$ cat config.mk
export PLATFORM = sky130hd
export DESIGN_NAME = lowest_free_room_allocator_top_flat
export DESIGN_NICKNAME = d
export VERILOG_FILES = /design/src/hw/rtl/lfra_pkg.sv /design/src/hw/rtl/lfra_ifs.sv /design/src/hw/rtl/lowest_free_room_allocator_top.sv /design/src/hw/rtl/lfra_ram.sv /design/src/hw/rtl/lfra_cfg.sv /design/src/hw/rtl/lfra_ctrl.sv /design/src/flat_wrapper.sv
export SDC_FILE = /design/constraint.sdc
export NUM_CORES = 2
export LEC_CHECK = 0
export BUFFER_PORTS_ARGS = -buffer_cell sky130_fd_sc_hd__buf_2
export CAP_MARGIN = 10
export CORE_ASPECT_RATIO = 1.2
export CORE_MARGIN = 5
export CORE_UTILIZATION = 67
export CTS_CLUSTER_SIZE = 40
export DETAILED_ROUTE_END_ITERATION = 7
export GPL_ROUTABILITY_DRIVEN = 0
export HOLD_SLACK_MARGIN = 0.03
export PLACE_DENSITY = 0.85
export SLEW_MARGIN = 20
export SYNTH_ARGS = -nofsm -noshare
export SYNTH_HDL_FRONTEND = slang
export SYNTH_SLANG_ARGS = --single-unit
$ cat constraint.sdc
create_clock -name clk -period 9.8 [get_ports clk]
set_input_delay 1.96 -clock clk [delete_from_list [all_inputs] [get_ports clk]]
set_output_delay 1.96 -clock clk [all_outputs]
set_load 0.02 [all_outputs]
$ cat src/hw/rtl/lfra_pkg.sv
// ============================================================================
// lfra_pkg - shared constants, types and helpers
// Widths, register map, controller states and the room-count clamp.
// ============================================================================
`default_nettype none

package lfra_pkg;

    localparam int ROOMS        = 16;
    localparam int ROOM_W       = (ROOMS > 1) ? $clog2(ROOMS) : 1;
    localparam int CNT_W        = $clog2(ROOMS + 1);
    localparam int TIME_W       = 20;
    localparam int BUSY_W       = 41;
    localparam int COUNT_W      = 20;
    localparam int ROOM_FIELD_W = 4;
    localparam int CFG_W        = 5;
    localparam int PADDR_W      = 3;
    localparam int PDATA_W      = 32;
    localparam int REG_IDX_W    = PADDR_W - 2;

    localparam logic [REG_IDX_W-1:0] REG_ROOMS_IN_USE = REG_IDX_W'(0);
    localparam logic [CFG_W-1:0]     ROOMS_RESET      = CFG_W'(16);
    localparam logic [COUNT_W-1:0]   COUNT_MAX        = '1;

    typedef struct packed {
        logic [CFG_W-1:0] rooms_in_use;
    } cfg_t;

    typedef enum logic [2:0] {
        ST_IDLE,
        ST_SCAN,
        ST_UPDATE,
        ST_COUNT,
        ST_EMIT
    } state_t;

    function automatic logic [CNT_W-1:0] active_rooms(input logic [CFG_W-1:0] r);
        logic [CNT_W-1:0] n;
        if (r == '0)
            n = CNT_W'(1);
        else if (int'(r) > ROOMS)
            n = CNT_W'(ROOMS);
        else
            n = CNT_W'(r);
        return n;
    endfunction

endpackage

`default_nettype wire

$ cat src/hw/rtl/lfra_ifs.sv
// ============================================================================
// lfra_ifs - request and result channels
// Valid/ready channels carrying one booking request and one result.
// ============================================================================
`default_nettype none

interface lfra_req_if;
    logic                       valid;
    logic                       ready;
    logic [lfra_pkg::TIME_W-1:0] start_time;
    logic [lfra_pkg::TIME_W-1:0] end_time;
    logic                       last_request;

    modport source (output valid, start_time, end_time, last_request, input ready);
    modport sink   (input valid, start_time, end_time, last_request, output ready);
endinterface

interface lfra_rsp_if;
    logic                             valid;
    logic                             ready;
    logic [lfra_pkg::ROOM_FIELD_W-1:0] assigned_room;
    logic [lfra_pkg::ROOM_FIELD_W-1:0] most_booked_room;
    logic                             batch_done;

    modport source (output valid, assigned_room, most_booked_room, batch_done, input ready);
    modport sink   (input valid, assigned_room, most_booked_room, batch_done, output ready);
endinterface

`default_nettype wire

$ cat src/hw/rtl/lowest_free_room_allocator_top.sv
// ============================================================================
// lowest_free_room_allocator_top - lowest free room allocator
// Assigns time-ordered bookings to rooms and reports the most-booked room.
// ============================================================================
// For each request taken, the busy-until memory is scanned one entry per
// cycle through its single read port over its first n entries, with n
// the clamped rooms_in_use (1 to 16); then the chosen room's busy-until
// is written and its booking count is read, updated and written back.
// Requests must arrive in nondecreasing start_time order. One request
// is in work at a time; a finished result waits in an output register while
// the next request is taken. Both memories come out of reset cleared through
// per-entry valid bits, so there is no clearing pass. Write rooms_in_use
// only while no request is outstanding.
`default_nettype none

module lowest_free_room_allocator_top (
    input  wire logic                          clk,
    input  wire logic                          rst_n,
    lfra_req_if.sink                           req,
    lfra_rsp_if.source                         rsp,
    input  wire logic                          psel,
    input  wire logic                          penable,
    input  wire logic                          pwrite,
    input  wire logic [lfra_pkg::PADDR_W-1:0]  paddr,
    input  wire logic [lfra_pkg::PDATA_W-1:0]  pwdata,
    output logic      [lfra_pkg::PDATA_W-1:0]  prdata,
    output logic                               pready
);

    lfra_pkg::cfg_t cfg;

    logic                           busy_we;
    logic [lfra_pkg::ROOM_W-1:0]    busy_waddr;
    logic [lfra_pkg::BUSY_W-1:0]    busy_wdata;
    logic                           busy_re;
    logic [lfra_pkg::ROOM_W-1:0]    busy_raddr;
    logic [lfra_pkg::BUSY_W-1:0]    busy_rdata;
    logic                           cnt_we;
    logic [lfra_pkg::ROOM_W-1:0]    cnt_waddr;
    logic [lfra_pkg::COUNT_W-1:0]   cnt_wdata;
    logic                           cnt_re;
    logic [lfra_pkg::ROOM_W-1:0]    cnt_raddr;
    logic [lfra_pkg::COUNT_W-1:0]   cnt_rdata;

    lfra_cfg u_cfg (
        .clk     (clk),
        .rst_n   (rst_n),
        .psel    (psel),
        .penable (penable),
        .pwrite  (pwrite),
        .paddr   (paddr),
        .pwdata  (pwdata),
        .prdata  (prdata),
        .pready  (pready),
        .cfg     (cfg)
    );

    lfra_ram #(
        .WIDTH (lfra_pkg::BUSY_W),
        .DEPTH (lfra_pkg::ROOMS)
    ) u_busy_ram (
        .clk   (clk),
        .rst_n (rst_n),
        .we    (busy_we),
        .waddr (busy_waddr),
        .wdata (busy_wdata),
        .re    (busy_re),
        .raddr (busy_raddr),
        .rdata (busy_rdata)
    );

    lfra_ram #(
        .WIDTH (lfra_pkg::COUNT_W),
        .DEPTH (lfra_pkg::ROOMS)
    ) u_count_ram (
        .clk   (clk),
        .rst_n (rst_n),
        .we    (cnt_we),
        .waddr (cnt_waddr),
        .wdata (cnt_wdata),
        .re    (cnt_re),
        .raddr (cnt_raddr),
        .rdata (cnt_rdata)
    );

    lfra_ctrl u_ctrl (
        .clk        (clk),
        .rst_n      (rst_n),
        .req        (req),
        .rsp        (rsp),
        .cfg        (cfg),
        .busy_we    (busy_we),
        .busy_waddr (busy_waddr),
        .busy_wdata (busy_wdata),
        .busy_re    (busy_re),
        .busy_raddr (busy_raddr),
        .busy_rdata (busy_rdata),
        .cnt_we     (cnt_we),
        .cnt_waddr  (cnt_waddr),
        .cnt_wdata  (cnt_wdata),
        .cnt_re     (cnt_re),
        .cnt_raddr  (cnt_raddr),
        .cnt_rdata  (cnt_rdata)
    );

endmodule

`default_nettype wire

$ cat src/hw/rtl/lfra_ram.sv
// ============================================================================
// lfra_ram - single-write, single-read RAM with per-entry valid bits
// Registered read; entries never written since reset read as zero.
// ============================================================================
`default_nettype none

module lfra_ram #(
    parameter  int WIDTH = 8,
    parameter  int DEPTH = 16,
    localparam int AW    = (DEPTH > 1) ? $clog2(DEPTH) : 1
) (
    input  wire logic             clk,
    input  wire logic             rst_n,
    input  wire logic             we,
    input  wire logic [AW-1:0]    waddr,
    input  wire logic [WIDTH-1:0] wdata,
    input  wire logic             re,
    input  wire logic [AW-1:0]    raddr,
    output logic      [WIDTH-1:0] rdata
);

    logic [WIDTH-1:0] mem [DEPTH];
    logic [DEPTH-1:0] valid_reg;
    logic [WIDTH-1:0] rdata_reg;
    logic             rvalid_reg;

    always_ff @(posedge clk)
    begin
        if (we)
        begin
            mem[waddr] <= wdata;
        end
        if (re)
        begin
            rdata_reg <= mem[raddr];
        end
    end

    always_ff @(posedge clk or negedge rst_n)
    begin
        if (!rst_n)
        begin
            valid_reg  <= '0;
            rvalid_reg <= 1'b0;
        end
        else
        begin
            if (we)
            begin
                valid_reg[waddr] <= 1'b1;
            end
            if (re)
            begin
                rvalid_reg <= valid_reg[raddr];
            end
        end
    end

    assign rdata = rvalid_reg ? rdata_reg : '0;

endmodule

`default_nettype wire

$ cat src/hw/rtl/lfra_cfg.sv
// ============================================================================
// lfra_cfg - APB configuration register
// Holds the number of rooms in use.
// ============================================================================
`default_nettype none

module lfra_cfg (
    input  wire logic                          clk,
    input  wire logic                          rst_n,
    input  wire logic                          psel,
    input  wire logic                          penable,
    input  wire logic                          pwrite,
    input  wire logic [lfra_pkg::PADDR_W-1:0]  paddr,
    input  wire logic [lfra_pkg::PDATA_W-1:0]  pwdata,
    output logic      [lfra_pkg::PDATA_W-1:0]  prdata,
    output logic                               pready,
    output lfra_pkg::cfg_t                     cfg
);

    logic [lfra_pkg::CFG_W-1:0]     rooms_in_use_reg;
    logic [lfra_pkg::REG_IDX_W-1:0] reg_idx;
    logic                           wr_en;

    assign reg_idx = paddr[lfra_pkg::PADDR_W-1:2];
    assign pready  = 1'b1;
    assign wr_en   = psel && penable && pwrite && pready;

    always_ff @(posedge clk or negedge rst_n)
    begin
        if (!rst_n)
        begin
            rooms_in_use_reg <= lfra_pkg::ROOMS_RESET;
        end
        else if (wr_en && (reg_idx == lfra_pkg::REG_ROOMS_IN_USE))
        begin
            rooms_in_use_reg <= pwdata[lfra_pkg::CFG_W-1:0];
        end
    end

    always_comb
    begin
        case (reg_idx)
            lfra_pkg::REG_ROOMS_IN_USE: prdata = lfra_pkg::PDATA_W'(rooms_in_use_reg);
            default:                    prdata = '0;
        endcase
    end

    assign cfg.rooms_in_use = rooms_in_use_reg;

endmodule

`default_nettype wire

$ cat src/hw/rtl/lfra_ctrl.sv
// ============================================================================
// lfra_ctrl - allocation sequencer
// Scans busy-until entries, updates the chosen room, bumps its count,
// tracks the most-booked room and holds the result in an output register.
// ============================================================================
`default_nettype none

module lfra_ctrl (
    input  wire logic                           clk,
    input  wire logic                           rst_n,
    lfra_req_if.sink                            req,
    lfra_rsp_if.source                          rsp,
    input  lfra_pkg::cfg_t                      cfg,
    output logic                                busy_we,
    output logic      [lfra_pkg::ROOM_W-1:0]    busy_waddr,
    output logic      [lfra_pkg::BUSY_W-1:0]    busy_wdata,
    output logic                                busy_re,
    output logic      [lfra_pkg::ROOM_W-1:0]    busy_raddr,
    input  wire logic [lfra_pkg::BUSY_W-1:0]    busy_rdata,
    output logic                                cnt_we,
    output logic      [lfra_pkg::ROOM_W-1:0]    cnt_waddr,
    output logic      [lfra_pkg::COUNT_W-1:0]   cnt_wdata,
    output logic                                cnt_re,
    output logic      [lfra_pkg::ROOM_W-1:0]    cnt_raddr,
    input  wire logic [lfra_pkg::COUNT_W-1:0]   cnt_rdata
);

    lfra_pkg::state_t state_reg, state_next;

    logic [lfra_pkg::TIME_W-1:0]       start_reg;
    logic [lfra_pkg::TIME_W-1:0]       dur_reg;
    logic                              last_reg;
    logic [lfra_pkg::CNT_W-1:0]        scan_cnt_reg;
    logic                              rd_pend_reg;
    logic [lfra_pkg::ROOM_W-1:0]       rd_idx_reg;
    logic                              found_reg;
    logic [lfra_pkg::ROOM_W-1:0]       free_idx_reg;
    logic [lfra_pkg::BUSY_W-1:0]       min_reg;
    logic [lfra_pkg::ROOM_W-1:0]       min_idx_reg;
    logic [lfra_pkg::ROOM_W-1:0]       room_reg;
    logic [lfra_pkg::ROOM_W-1:0]       best_idx_reg;
    logic [lfra_pkg::COUNT_W-1:0]      best_cnt_reg;
    logic                              out_valid_reg;
    logic [lfra_pkg::ROOM_FIELD_W-1:0] out_room_reg;
    logic [lfra_pkg::ROOM_FIELD_W-1:0] out_best_reg;
    logic                              out_done_reg;

    logic [lfra_pkg::CNT_W-1:0]  n_rooms;
    logic                        accept;
    logic                        scan_more;
    logic                        out_free;
    logic [lfra_pkg::ROOM_W-1:0] sel_room;
    logic [lfra_pkg::BUSY_W-1:0] base_time;
    logic [lfra_pkg::BUSY_W:0]   busy_sum;
    logic [lfra_pkg::BUSY_W-1:0] busy_new;
    logic [lfra_pkg::COUNT_W-1:0] cnt_inc;

    assign n_rooms   = lfra_pkg::active_rooms(cfg.rooms_in_use);
    assign accept    = req.valid && req.ready;
    assign scan_more = (scan_cnt_reg < n_rooms);
    assign out_free  = !out_valid_reg || rsp.ready;

    assign sel_room  = found_reg ? free_idx_reg : min_idx_reg;
    assign base_time = found_reg ? lfra_pkg::BUSY_W'(start_reg) : min_reg;
    assign busy_sum  = (lfra_pkg::BUSY_W + 1)'(base_time) + (lfra_pkg::BUSY_W + 1)'(dur_reg);
    assign busy_new  = busy_sum[lfra_pkg::BUSY_W] ? '1 : busy_sum[lfra_pkg::BUSY_W-1:0];
    assign cnt_inc   = (cnt_rdata == lfra_pkg::COUNT_MAX) ? cnt_rdata
                                                          : cnt_rdata + lfra_pkg::COUNT_W'(1);

    always_comb
    begin
        state_next = state_reg;
        case (state_reg)
            lfra_pkg::ST_IDLE:   if (accept) state_next = lfra_pkg::ST_SCAN;
            lfra_pkg::ST_SCAN:   if (!scan_more) state_next = lfra_pkg::ST_UPDATE;
            lfra_pkg::ST_UPDATE: state_next = lfra_pkg::ST_COUNT;
            lfra_pkg::ST_COUNT:  state_next = lfra_pkg::ST_EMIT;
            lfra_pkg::ST_EMIT:   if (out_free) state_next = lfra_pkg::ST_IDLE;
            default:             state_next = lfra_pkg::ST_IDLE;
        endcase
    end

    always_comb
    begin
        req.ready  = 1'b0;
        busy_re    = 1'b0;
        busy_we    = 1'b0;
        cnt_re     = 1'b0;
        cnt_we     = 1'b0;
        busy_raddr = lfra_pkg::ROOM_W'(scan_cnt_reg);
        busy_waddr = sel_room;
        busy_wdata = busy_new;
        cnt_raddr  = sel_room;
        cnt_waddr  = room_reg;
        cnt_wdata  = cnt_inc;
        case (state_reg)
            lfra_pkg::ST_IDLE:   req.ready = 1'b1;
            lfra_pkg::ST_SCAN:   busy_re   = scan_more;
            lfra_pkg::ST_UPDATE:
            begin
                busy_we = 1'b1;
                cnt_re  = 1'b1;
            end
            lfra_pkg::ST_COUNT:  cnt_we    = 1'b1;
            default:             req.ready = 1'b0;
        endcase
    end

    always_ff @(posedge clk or negedge rst_n)
    begin
        if (!rst_n)
        begin
            state_reg     <= lfra_pkg::ST_IDLE;
            scan_cnt_reg  <= '0;
            rd_pend_reg   <= 1'b0;
            found_reg     <= 1'b0;
            best_idx_reg  <= '0;
            best_cnt_reg  <= '0;
            out_valid_reg <= 1'b0;
        end
        else
        begin
            state_reg   <= state_next;
            rd_pend_reg <= busy_re;
            if (accept)
            begin
                scan_cnt_reg <= '0;
                found_reg    <= 1'b0;
            end
            if (busy_re)
            begin
                scan_cnt_reg <= scan_cnt_reg + lfra_pkg::CNT_W'(1);
            end
            if (rd_pend_reg && !found_reg &&
                (busy_rdata <= lfra_pkg::BUSY_W'(start_reg)))
            begin
                found_reg <= 1'b1;
            end
            if (state_reg == lfra_pkg::ST_COUNT)
            begin
                if ((cnt_inc > best_cnt_reg) ||
                    ((cnt_inc == best_cnt_reg) && (room_reg < best_idx_reg)))
                begin
                    best_idx_reg <= room_reg;
                    best_cnt_reg <= cnt_inc;
                end
            end
            if (state_reg == lfra_pkg::ST_EMIT && out_free)
            begin
                out_valid_reg <= 1'b1;
            end
            else if (rsp.ready)
            begin
                out_valid_reg <= 1'b0;
            end
        end
    end

    always_ff @(posedge clk)
    begin
        rd_idx_reg <= busy_raddr;
        if (accept)
        begin
            start_reg <= req.start_time;
            dur_reg   <= (req.end_time > req.start_time) ? req.end_time - req.start_time : '0;
            last_reg  <= req.last_request;
        end
        if (rd_pend_reg)
        begin
            if (!found_reg && (busy_rdata <= lfra_pkg::BUSY_W'(start_reg)))
            begin
                free_idx_reg <= rd_idx_reg;
            end
            if ((rd_idx_reg == '0) || (busy_rdata < min_reg))
            begin
                min_reg     <= busy_rdata;
                min_idx_reg <= rd_idx_reg;
            end
        end
        if (state_reg == lfra_pkg::ST_UPDATE)
        begin
            room_reg <= sel_room;
        end
        if (state_reg == lfra_pkg::ST_EMIT && out_free)
        begin
            out_room_reg <= lfra_pkg::ROOM_FIELD_W'(room_reg);
            out_best_reg <= lfra_pkg::ROOM_FIELD_W'(best_idx_reg);
            out_done_reg <= last_reg;
        end
    end

    assign rsp.valid            = out_valid_reg;
    assign rsp.assigned_room    = out_room_reg;
    assign rsp.most_booked_room = out_best_reg;
    assign rsp.batch_done       = out_done_reg;

endmodule

`default_nettype wire

$ cat src/flat_wrapper.sv
// flat-port wrapper written by rule: the top's interface ports become plain ports
module lowest_free_room_allocator_top_flat 
  (clk, rst_n, psel, penable, pwrite, paddr, pwdata, prdata, pready, req_valid, req_start_time, req_end_time, req_last_request, req_ready, rsp_valid, rsp_assigned_room, rsp_most_booked_room, rsp_batch_done, rsp_ready);
  lfra_req_if req_i ();
  lfra_rsp_if rsp_i ();
  input  wire logic clk;
  input  wire logic rst_n;
  input  wire logic psel;
  input  wire logic penable;
  input  wire logic pwrite;
  input  wire logic [lfra_pkg::PADDR_W-1:0] paddr;
  input  wire logic [lfra_pkg::PDATA_W-1:0] pwdata;
  output logic      [lfra_pkg::PDATA_W-1:0] prdata;
  output logic pready;
  input wire logic [$bits(req_i.valid)-1:0] req_valid;
  input wire logic [$bits(req_i.start_time)-1:0] req_start_time;
  input wire logic [$bits(req_i.end_time)-1:0] req_end_time;
  input wire logic [$bits(req_i.last_request)-1:0] req_last_request;
  output wire logic [$bits(req_i.ready)-1:0] req_ready;
  output wire logic [$bits(rsp_i.valid)-1:0] rsp_valid;
  output wire logic [$bits(rsp_i.assigned_room)-1:0] rsp_assigned_room;
  output wire logic [$bits(rsp_i.most_booked_room)-1:0] rsp_most_booked_room;
  output wire logic [$bits(rsp_i.batch_done)-1:0] rsp_batch_done;
  input wire logic [$bits(rsp_i.ready)-1:0] rsp_ready;
  assign req_i.valid = req_valid;
  assign req_i.start_time = req_start_time;
  assign req_i.end_time = req_end_time;
  assign req_i.last_request = req_last_request;
  assign req_ready = req_i.ready;
  assign rsp_valid = rsp_i.valid;
  assign rsp_assigned_room = rsp_i.assigned_room;
  assign rsp_most_booked_room = rsp_i.most_booked_room;
  assign rsp_batch_done = rsp_i.batch_done;
  assign rsp_i.ready = rsp_ready;
  lowest_free_room_allocator_top u_core (.clk(clk), .rst_n(rst_n), .req(req_i), .rsp(rsp_i), .psel(psel), .penable(penable), .pwrite(pwrite), .paddr(paddr), .pwdata(pwdata), .prdata(prdata), .pready(pready));
endmodule
==> flow_metrics.tcl <==
set metrics [dict create \
    rr_startpoint "u_core.u_count_ram.rvalid_reg" \
    synthArstFlopShare_pct 6.08 \
    ys_types 90 \
    layout-drive-gt1-share_pct 15.8 \
    max_freq_mhz 173 \
    crit_type "reg -> reg" \
    dp_hpwl_um 73200 \
    core_area_mm2 0.0776 \
    htreeDepth 3 \
    hp-start "u_core.u_ctrl.last_reg" \
    crit_fanout 18 \
    synthFlopType "edfxtp_1" \
    drtAntennaViolNets 0 \
    clk_latency_ns 0.71 \
    synth_cells 3626 \
    status "complete, no violations" \
    synth_xor_area_share_pct 0.955 \
    avgRoutedWirePerCell_um 27.2 \
    min_to "u_core.u_ctrl.rsp.batch_done" \
    hold_viol_final 0 \
    top_register "u_core.u_busy_ram.mem" \
    grt_pass1_vias 32500 \
    drv_cap 0 \
    whs_ns 0.429 \
    grt_max_degree 149 \
    post-route-min-period_ns 5.77 \
    overflow 0 \
    via_per_inst 6.75 \
    tightest_slew_ns 1.19 \
    critPathLaunchType "register" \
    p_total_mw 17.8 \
    synth_edf_count 1140 \
    rows 112 \
    synthesis.area_mm2 0.0523 \
    rr_endpoint "u_core.u_ctrl.best_cnt_reg[19]" \
    dp_cells 4631 \
    largest_register_ffs 656 \
    synth_simple_gate_area_share_pct 9.58 \
    layout_worst_path_cycle_share_pct 58.8 \
    finalNonFillerCells 4835 \
    die_w_um 265 \
    die_area_mm2 0.0837 \
    post_cts_buffers 0 \
    r2r_slack_ns 4.03 \
    powerDensity_mw_per_mm2 309 \
    worst_setup_path_end_kind "register" \
    synth-compound-area-share_pct 6.45 \
    hold_path_depth 0 \
    skew_ns 0.0373 \
    antennaDiodeCount 0 \
    finalMaxSlewViolations 0 \
    finalNetCount 3930 \
    synthMuxAreaShare_pct 7.90 \
    path_clk_slew_ns 0.07 \
    drt_iter0_markers 4932 \
    initial_core_util_pct 67.3 \
    postCtsHoldBufs 0 \
    fin_ws_ns 4.03 \
    ys_seq_elements 1218 \
    cts-root-buf "clkbuf_16" \
    rsz0062_at_grt "false" \
    synthAdderAreaFrac_pct 3.16 \
    synth_top_family_by_area "simple AND/OR/NAND/NOR gates" \
    finalSetupViolCount 0 \
    io_pins 127 \
    grt_usage_pct 30.9 \
    ys_warn_count 0 \
    avgSynthCellArea_um2 14.4 \
    wirelength_um 131000 \
    fillers 4338 \
    grt_antenna_before_repair 1 \
    place.port_buffers 69 \
    drt-pass1-iter-count 8 \
    area_delta_synth_final_pct 10.4 \
    power_leakage_nw 20.5 \
    min_path_type "reg -> reg" \
    max_slew_margin_pct 20.5 \
    ctsLongestPathBuffers 3 \
    ff2ff_path_depth 17 \
    worst-endpoint-arrival_ns 6.32 \
    clock_sinks 1218 \
    fin_tns_setup_ns 0 \
    cts_tree "yes" \
    reg_top3 "u_core.u_busy_ram.mem: 656 flops, u_core.u_count_ram.mem: 320 flops" \
    place_ws_ns 4.01 \
    die-height_um 316 \
    post-route-drc-count 0 \
    cts_buffers 108 \
    num_vias 32600 \
    crit_required_ns 10.36 \
    cts_resized 0 \
    max-vdd-ir-drop_mv 0.233 \
    seq_area_frac_synth_pct 69.2 \
    grt_pass1_wl_um 195000 \
]
[cell families after synthesis]
kind of cell,after synthesis
flops,1218
mux,292
compound gates,523
other cells,2
buf+inv,328
fa+ha+maj,131
simple gates,1075
xor+xnor,57
[layout make-up]
cell class | count | area [um2] | area share (%)
flip-flops and latches | 1218 | 36200 | 62.7
multi-input cells | 2106 | 15000 | 26.1
clock buffers | 143 | 2980 | 5.16
well taps | 1026 | 1280 | 2.22
repair buffers | 148 | 978 | 1.69
clock inverters | 60 | 761 | 1.32
inverters | 134 | 505 | 0.876
[worst max-delay path: stages, from the launching register on]
cell,delay (ns)
dfrtp_1,0.73
and2_1,0.32
ha_1,0.25
nand2_1,0.12
nor4_4,0.42
a311oi_2,0.25
and2b_1,0.23
xnor2_1,0.11
nor2_1,0.81
ha_1,0.40
and4_1,0.19
nand2_1,0.09
nor3_1,0.08
a221oi_1,0.28
o211ai_1,0.17
nand3_1,0.42
buf_4,0.37
mux2_2,0.37
[stage by stage]
stage | util (%) | cell area (um2)
final | 74.4 | 57700
after global routing | 74.4 | 57700
after CTS | 74.3 | 57700
after detailed placement | 69.5 | 53900
after global placement | 69.4 | 53900
after floorplan | - | 52400
[placed cells by master, fill, tap and decap left out, types with 45 or more instances in the layout]
master	n
dfrtp_1	68
buf_4	77
buf_2	68
nand2_1	523
mux4_2	88
o21ai_0	156
a21oi_1	120
inv_1	130
mux2i_1	125
ha_1	129
clkbuf_16	110
and2_1	47
edfxtp_1	1140
nor2_1	64
nand3_1	210
a221oi_1	45
mux2_2	73
[synthesized netlist by cell type (all sizes together), types with 3 or more instances]
| cell type | number | share of area, % |
|---|---|---|
| a21boi | 4 | 0.065 |
| xor2 | 31 | 0.52 |
| inv | 133 | 0.96 |
| nand2 | 524 | 3.8 |
| a2111oi | 5 | 0.096 |
| o211ai | 7 | 0.10 |
| buf | 99 | 1.1 |
| and2 | 49 | 0.59 |
| xnor2 | 26 | 0.44 |
| dfrtp | 73 | 3.5 |
| o21ai | 160 | 1.5 |
| a211oi | 6 | 0.086 |
| and4 | 3 | 0.050 |
| ha | 129 | 3.1 |
| a31oi | 33 | 0.39 |
| nor2 | 90 | 0.66 |
| a21oi | 124 | 1.2 |
| nor4 | 14 | 0.28 |
| and3b | 3 | 0.055 |
| nor3 | 37 | 0.37 |
| clkbuf | 95 | 0.69 |
| and3 | 38 | 0.45 |
| a21o | 16 | 0.23 |
| o21a | 5 | 0.072 |
| dfxtp | 4 | 0.15 |
| nand4 | 23 | 0.30 |
| o2111ai | 5 | 0.084 |
| or2 | 37 | 0.44 |
| nand2b | 13 | 0.16 |
| mux4 | 88 | 3.8 |
| mux2i | 131 | 2.5 |
| or3 | 5 | 0.060 |
| nand3 | 211 | 2.0 |
| a22oi | 42 | 0.60 |
| mux2 | 73 | 1.6 |
| edfxtp | 1140 | 65 |
| o31ai | 3 | 0.043 |
| a311oi | 44 | 0.75 |
| a221oi | 46 | 0.78 |
| nand3b | 3 | 0.043 |
| nor2b | 16 | 0.19 |
| nor3b | 3 | 0.043 |
[how the worst max path moves through the flow]
stage | depth (start not counted) | startpoint | to
detailed placement | 16 | u_core.u_count_ram.rvalid_reg | u_core.u_ctrl.best_cnt_reg[19]
global route | 17 | u_core.u_count_ram.rvalid_reg | u_core.u_ctrl.best_cnt_reg[19]
CTS | 16 | u_core.u_count_ram.rvalid_reg | u_core.u_ctrl.best_cnt_reg[1]
global placement | 16 | u_core.u_count_ram.rvalid_reg | u_core.u_ctrl.best_cnt_reg[5]
finish | 17 | u_core.u_count_ram.rvalid_reg | u_core.u_ctrl.best_cnt_reg[19]
floorplan | 10 | u_core.u_busy_ram.rvalid_reg | u_core.u_ctrl.min_idx_reg[0]
[report_power, final]
group	switching (mW)	total, mW	internal, mW	leakage (nW)
clock	1.87	4.44	2.57	1.83
combinational	3.84	5.58	1.73	7.31
sequential	0.406	7.81	7.41	11.4
[metal layers]
layer	vias up	share of wire [%]	track usage, %
met5	-	0	0
met4	0	4.7	13.4
met3	423	11	5.91
met2	2408	50	51.7
met1	15900	34	40.4
li1	13900	-	-
No activity file was read; power rests on OpenSTA's default activity.
